==> src/rpi_pkg.sv <==
// Shared widths, types and register codes for the ray/parallelogram intersect core.
package rpi_pkg;

    localparam int COMPONENT_BITS = 21;
    localparam int FRACTION_BITS  = 10;
    localparam int FIELD_W        = 63;

    localparam int EDGE_W  = COMPONENT_BITS + 1;
    localparam int CROSS_W = 2 * EDGE_W + 1;
    localparam int SPLIT_W = CROSS_W / 2;
    localparam int HIGH_W  = CROSS_W - SPLIT_W;
    localparam int PROD_W  = EDGE_W + CROSS_W;
    localparam int DOT_W   = PROD_W + 2;
    localparam int MAG_W   = DOT_W;

    localparam int EPS_W          = 20;
    localparam logic [EPS_W-1:0] EPS_RESET = EPS_W'(10737);
    localparam int EPS_UNIT_BITS  = 30;
    localparam int CMP_W          = DOT_W + EPS_UNIT_BITS + EPS_W + 3 * FRACTION_BITS;

    localparam int UV_BITS  = 17;
    localparam int DIST_W   = 32;
    localparam int FRAC_OUT = 16;

    localparam int QUEUE_DEPTH = 4;

    localparam int CFG_IDX_W  = 1;
    localparam int CFG_DATA_W = EPS_W;

    typedef enum logic [CFG_IDX_W-1:0] {
        CFG_CULL_MODE   = 1'b0,
        CFG_DET_EPSILON = 1'b1
    } cfg_index_t;

    typedef logic signed [EDGE_W-1:0] edge_t;

    typedef struct packed {
        logic             cull_mode;
        logic [EPS_W-1:0] det_epsilon;
    } cfg_t;

    typedef struct packed {
        logic             hit;
        logic             tneg;
        logic [MAG_W-1:0] det;
        logic [MAG_W-1:0] un;
        logic [MAG_W-1:0] vn;
        logic [MAG_W-1:0] tmag;
    } job_t;

    function automatic edge_t comp(input logic [FIELD_W-1:0] w, input int k);
        return edge_t'($signed(w[k*COMPONENT_BITS +: COMPONENT_BITS]));
    endfunction

endpackage

==> src/rpi_queue.sv <==
// Short queue between the classify front and the divide back.
module rpi_queue
    import rpi_pkg::*;
(
    input  logic clk,
    input  logic rst_n,
    input  logic push,
    input  job_t push_job,
    output logic full,
    input  logic pop,
    output job_t pop_job,
    output logic empty
);

    localparam int PTR_W = $clog2(QUEUE_DEPTH);
    localparam int CNT_W = $clog2(QUEUE_DEPTH + 1);

    job_t             mem_reg [QUEUE_DEPTH];
    logic [PTR_W-1:0] wr_reg, rd_reg;
    logic [CNT_W-1:0] cnt_reg;

    assign full    = (cnt_reg == CNT_W'(QUEUE_DEPTH));
    assign empty   = (cnt_reg == '0);
    assign pop_job = mem_reg[rd_reg];

    always_ff @(posedge clk or negedge rst_n)
    begin
        if (!rst_n)
        begin
            wr_reg  <= '0;
            rd_reg  <= '0;
            cnt_reg <= '0;
        end
        else
        begin
            if (push)
            begin
                wr_reg <= (wr_reg == PTR_W'(QUEUE_DEPTH - 1)) ? '0 : wr_reg + 1'b1;
            end
            if (pop)
            begin
                rd_reg <= (rd_reg == PTR_W'(QUEUE_DEPTH - 1)) ? '0 : rd_reg + 1'b1;
            end
            cnt_reg <= cnt_reg + CNT_W'(push) - CNT_W'(pop);
        end
    end

    always_ff @(posedge clk)
    begin
        if (push)
        begin
            mem_reg[wr_reg] <= push_job;
        end
    end

endmodule

==> config.mk <==
export PLATFORM = sky130hd
export DESIGN_NAME = rpi_queue
export DESIGN_NICKNAME = d
export VERILOG_FILES = /design/src/rpi_pkg.sv /design/src/rpi_queue.sv
export SDC_FILE = /design/constraint.sdc
export NUM_CORES = 1
export LEC_CHECK = 0
export BUFFER_PORTS_ARGS = -buffer_cell sky130_fd_sc_hd__buf_2
export CELL_PAD_IN_SITES_DETAIL_PLACEMENT = 0
export CELL_PAD_IN_SITES_GLOBAL_PLACEMENT = 2
export CORE_ASPECT_RATIO = 1.25
export CORE_MARGIN = 5
export CORE_UTILIZATION = 49
export CTS_BUF_LIST = sky130_fd_sc_hd__clkbuf_16
export DETAILED_ROUTE_END_ITERATION = 8
export PLACE_DENSITY = 0.84
export SLEW_MARGIN = 10
export SYNTH_ARGS = -nofsm -noshare
export SYNTH_HDL_FRONTEND = slang
export SYNTH_SLANG_ARGS = --single-unit
==> constraint.sdc <==
create_clock -name clk -period 18.09 [get_ports clk]
set_input_delay 2.7135 -clock clk [delete_from_list [all_inputs] [get_ports clk]]
set_output_delay 2.7135 -clock clk [all_outputs]
set_load 0.03 [all_outputs]
# Word level (Yosys, flattened, before mapping)
# Memory sizes are Yosys's and may differ from the RTL's.
# Index checks and enable logic that the tools add are counted.
# Widths: inputs -> output; s select.
[totals] ram_bits=1112 ff_bits=7 n_memories=1 latch_bits=0 romBits=0 output_inout_bits=280
[memory_table] memory="mem_reg" depth=4 word_bits=278 read_ports=1 rd_clocked_by_memory_dff=0 wr=1 line="rpi_queue.sv:18" text="job_t mem_reg [QUEUE_DEPTH];"
[op_classes] div=0 muxes=4 multipliers=0 n_lt_le_gt_ge=0 n_shift=0 reduce_logical=1 bitwise=0 eq_ne=3 n_addsub=4
[op_table] operator="$add 2x1->2 const B" count=2
[op_table] operator="$eq 2x2->1 const B" count=2
[op_table] operator="$mux 2" count=2
[op_table] operator="$add 3x1->3" count=1
[op_table] operator="$eq 3x3->1 const B" count=1
[op_table] operator="$logic_not 3->1" count=1
[op_table] operator="$sub 3x1->3" count=1
[op_table] operator="$mux 1" count=2

# Logic depth before layout (Yosys ltp)
[depth] word_depth=2 depth_mapped=7 depth_no_buf=7

# Least setup slack after synthesis
# No wires, ideal clock.
[synth_path] kind="input to register" from="in push" to="mem mem_reg[0][0] (netlist bit), enable pin" n_path_buf=0 path_slack_ns=8.427 setup_ns=0.673 stages=1 t_arrival_ns=8.990 path_cell_list="and2_1"
[synth_via] elab_chain_cells=2
[synth_rtl] element="start: declaration" line="rpi_queue.sv:7" text="input logic push,"
[synth_rtl] element="$mux 1" line="rpi_queue.sv:50" text="if (push)"
[synth_rtl] element="$mux 1 (implied by the code)" line="rpi_queue.sv:52" text="mem_reg[wr_reg] <= push_job;"
[synth_rtl] element="end: declaration" line="rpi_queue.sv:18"
# No other way between the ends.

==> impl_metrics.py <==
metrics = {
    "timing": {
        "max-slew-margin-rel_pct": 25.8,
        "final-setup-viol-count": 0,
        "hold_viol_final": 0,
        "period_minus_slack_ns": 7.77,
        "finalMaxSlewViolations": 0,
        "rsz0062_at_grt": "false",
        "layout_setup_ws_ns": 10.32,
        "final.setup.tns_ns": 0,
        "period_share_pct": 42.9,
        "fin_worst_skew_ns": 0.0221,
        "tightest_slew_ns": 1.11,
        "fmax_mhz": 129,
    },
    "pwr": {
        "peakVddDrop_mv": 0.154,
        "total_power_mw": 8.22,
        "p_sw_share_pct": 34.2,
        "powerDensity_nw_per_um2": 172,
        "p_comb_share_pct": 33.2,
        "seq_power_share_pct": 42.1,
        "clock_power_share_pct": 24.7,
        "p_switching_mw": 2.81,
        "leakagePower_nw": 16.2,
        "intPower_mw": 5.41,
    },
    "layout": {
        "final_util_pct": 57.9,
        "areaGrowthSynthToFinish_pct": 17.8,
        "stdcell_count": 3311,
        "largest_register_ffs": 1112,
        "drive_gt1_share_pct": 46.4,
        "final_nets": 2404,
    },
    "place": {
        "portBuffers": 561,
        "dp_hpwl_um": 52400,
        "post-place-ws_ns": 10.73,
        "placed_cells": 3091,
        "globalplace.congestion": 0.770,
    },
    "routing": {
        "drcViolationCount": 0,
        "avgViaCountPerCell": 5.51,
        "wl_per_cell_um": 24.8,
        "wirelength_um": 82200,
        "drt.antenna.violating_nets": 0,
        "drt_iter0_drc": 1538,
        "dr.pass1.iters": 5,
        "vias": 18300,
    },
    "outcome": {
        "outcome": "finished clean",
    },
    "global_route": {
        "overflow": 0,
        "antenna_found_initial": 45,
        "grt_max_degree": 108,
        "grt_pass1_vias": 19500,
        "track_usage_pct": 18.3,
        "grt_pass1_wl_um": 123000,
    },
    "critical_path": {
        "critPathRequiredTime_ns": 15.38,
        "worstSetupPathType": "flip-flop to primary output",
        "cp-end-kind": "primary output",
        "critPathLaunchType": "flip-flop",
        "crit_arrival_ns": 5.05,
        "worstPathMaxFanout": 46,
    },
    "job": {
        "maxCapViolations": 0,
    },
    "clock_network": {
        "cts_tree": "built",
        "cts.path.max_buffers": 3,
        "clkSinkCount": 1119,
        "clk_latency_ns": 0.65,
        "cts_root_buf": "clkbuf_16",
        "postCtsSetupBuffers": 0,
        "cts_resized": 0,
        "path_clk_slew_ns": 0.06,
        "cts_made_buffers": 101,
        "holdBufCountCts": 0,
        "h-tree-depth": 3,
    },
    "synth": {
        "syn_nets": 1778,
        "synth-seq-cells": 1119,
        "seq_area_frac_synth_pct": 82.9,
        "netlist_area_um2": 40500,
        "syn-instance-count": 1488,
        "synth.distinct_cells": 20,
        "avgSynthCellArea_um2": 27.2,
        "ys_warn_count": 0,
    },
    "die": {
        "io_pins": 562,
        "start_util_pct": 49.2,
        "core_area_um2": 82400,
        "die_w_um": 267,
        "std_cell_rows": 118,
        "fp.dieH_um": 331,
        "die_area_um2": 88600,
    },
    "min_path": {
        "hp-class": "flip-flop to flip-flop",
    },
}
## metal layers
metal | routed length (um) | share of wire, % | vias to the layer above | track usage [%]
met4 | 1900 | 2.3 | 42 | 5.96
met5 | 273 | 0.33 | - | 0
li1 | - | - | 7797 | -
met3 | 9260 | 11 | 156 | 7.19
met1 | 30300 | 37 | 9589 | 23.7
met2 | 40400 | 49 | 672 | 28.9
## final timing paths
kind | from | to | slack [ns] | cells past startpoint
max | rd_reg[0] | pop_job[203] | 10.32 | 5
max in group asynchronous | rst_n | rd_reg[1] | 15.99 | 1
max reg2reg | wr_reg[0] | mem_reg[0][187] | 14.45 | 5
min reg2reg | cnt_reg[1] | cnt_reg[2] | 0.62 | 2
min in group asynchronous | rst_n | rd_reg[0] | 1.90 | 1
min | cnt_reg[1] | cnt_reg[2] | 0.62 | 2
## cells by family after synthesis
family,synth area share (%)
and+or+nand+nor,0.130
xor gates and xnor gates,0.0432
buffers and inverters,1.16
adders and majority gates,0.266
muxes,15.5
DFF,82.9
AOI/OAI and AO/OA,0.0247
## critical path, stage by stage (launching register included)
cell and delay, ns:
dfrtp_4 1.01, buf_4 0.79, buf_4 0.82, buf_4 0.83, mux4_2 0.61, buf_2 0.19
## layout make-up
cell class	count	area [um2]
Multi-Input combinational cell	301	6480
Timing Repair Buffer	585	3000
Antenna cell	30	75.1
Tap cell	1080	1350
Inverter	6	22.5
Clock inverter	87	632
Clock buffer	103	2580
Fill cell	5926	34700
Sequential cell	1119	33600
## synthesized netlist by cell type
cell | instances | area [um2]
nor3_1 | 1 | 5.00
buf_1 | 2 | 7.51
buf_2 | 32 | 160
mux4_2 | 278 | 6260
and3_1 | 1 | 6.26
clkbuf_1 | 4 | 15.0
edfxtp_1 | 1112 | 33400
ha_1 | 7 | 87.6
inv_1 | 6 | 22.5
fa_1 | 1 | 20.0
xnor2_1 | 2 | 17.5
mux2_2 | 2 | 22.5
and2_1 | 4 | 25.0
buf_4 | 1 | 7.51
buf_6 | 23 | 259
o21ai_0 | 2 | 10.0
nor2_1 | 1 | 3.75
dfrtp_1 | 7 | 175
or3b_2 | 1 | 8.76
nand2_1 | 1 | 3.75
## power by group through the flow
stage                     logic (mW)  clock network (mW)  registers [mW]
final                           2.73                2.03            3.46
after global routing            2.89                2.21            3.49
after floorplan                 2.06                   0            3.55
after CTS                       2.79                2.08            3.47
after global placement          2.77                   0            3.49
after detailed placement        2.78                   0            3.52
## per-stage QoR
stage / area [um2] / hold WS [ns]
after floorplan: 40500 / 0.559
after global placement: 44400 / 0.593
after detailed placement: 44400 / 0.593
after CTS: 47600 / 0.621
after global routing: 47700 / 0.661
final: 47700 / 0.619
## layout by cell type (no fill, tap or decap), types with 2 or more instances in the layout
cell type	n
clkinv_8	2
xnor2_1	2
mux2_2	2
clkinv_4	3
clkinv_1	22
buf_2	561
ha_1	7
clkinv_2	25
and2_4	4
mux4_2	278
dfrtp_1	5
buf_4	23
clkinvlp_4	7
diode_2	30
bufinv_16	7
clkbuf_16	103
o21ai_0	2
edfxtp_1	1112
inv_1	25
dfrtp_4	2
Note: power is estimated with default switching activity, not from simulation.
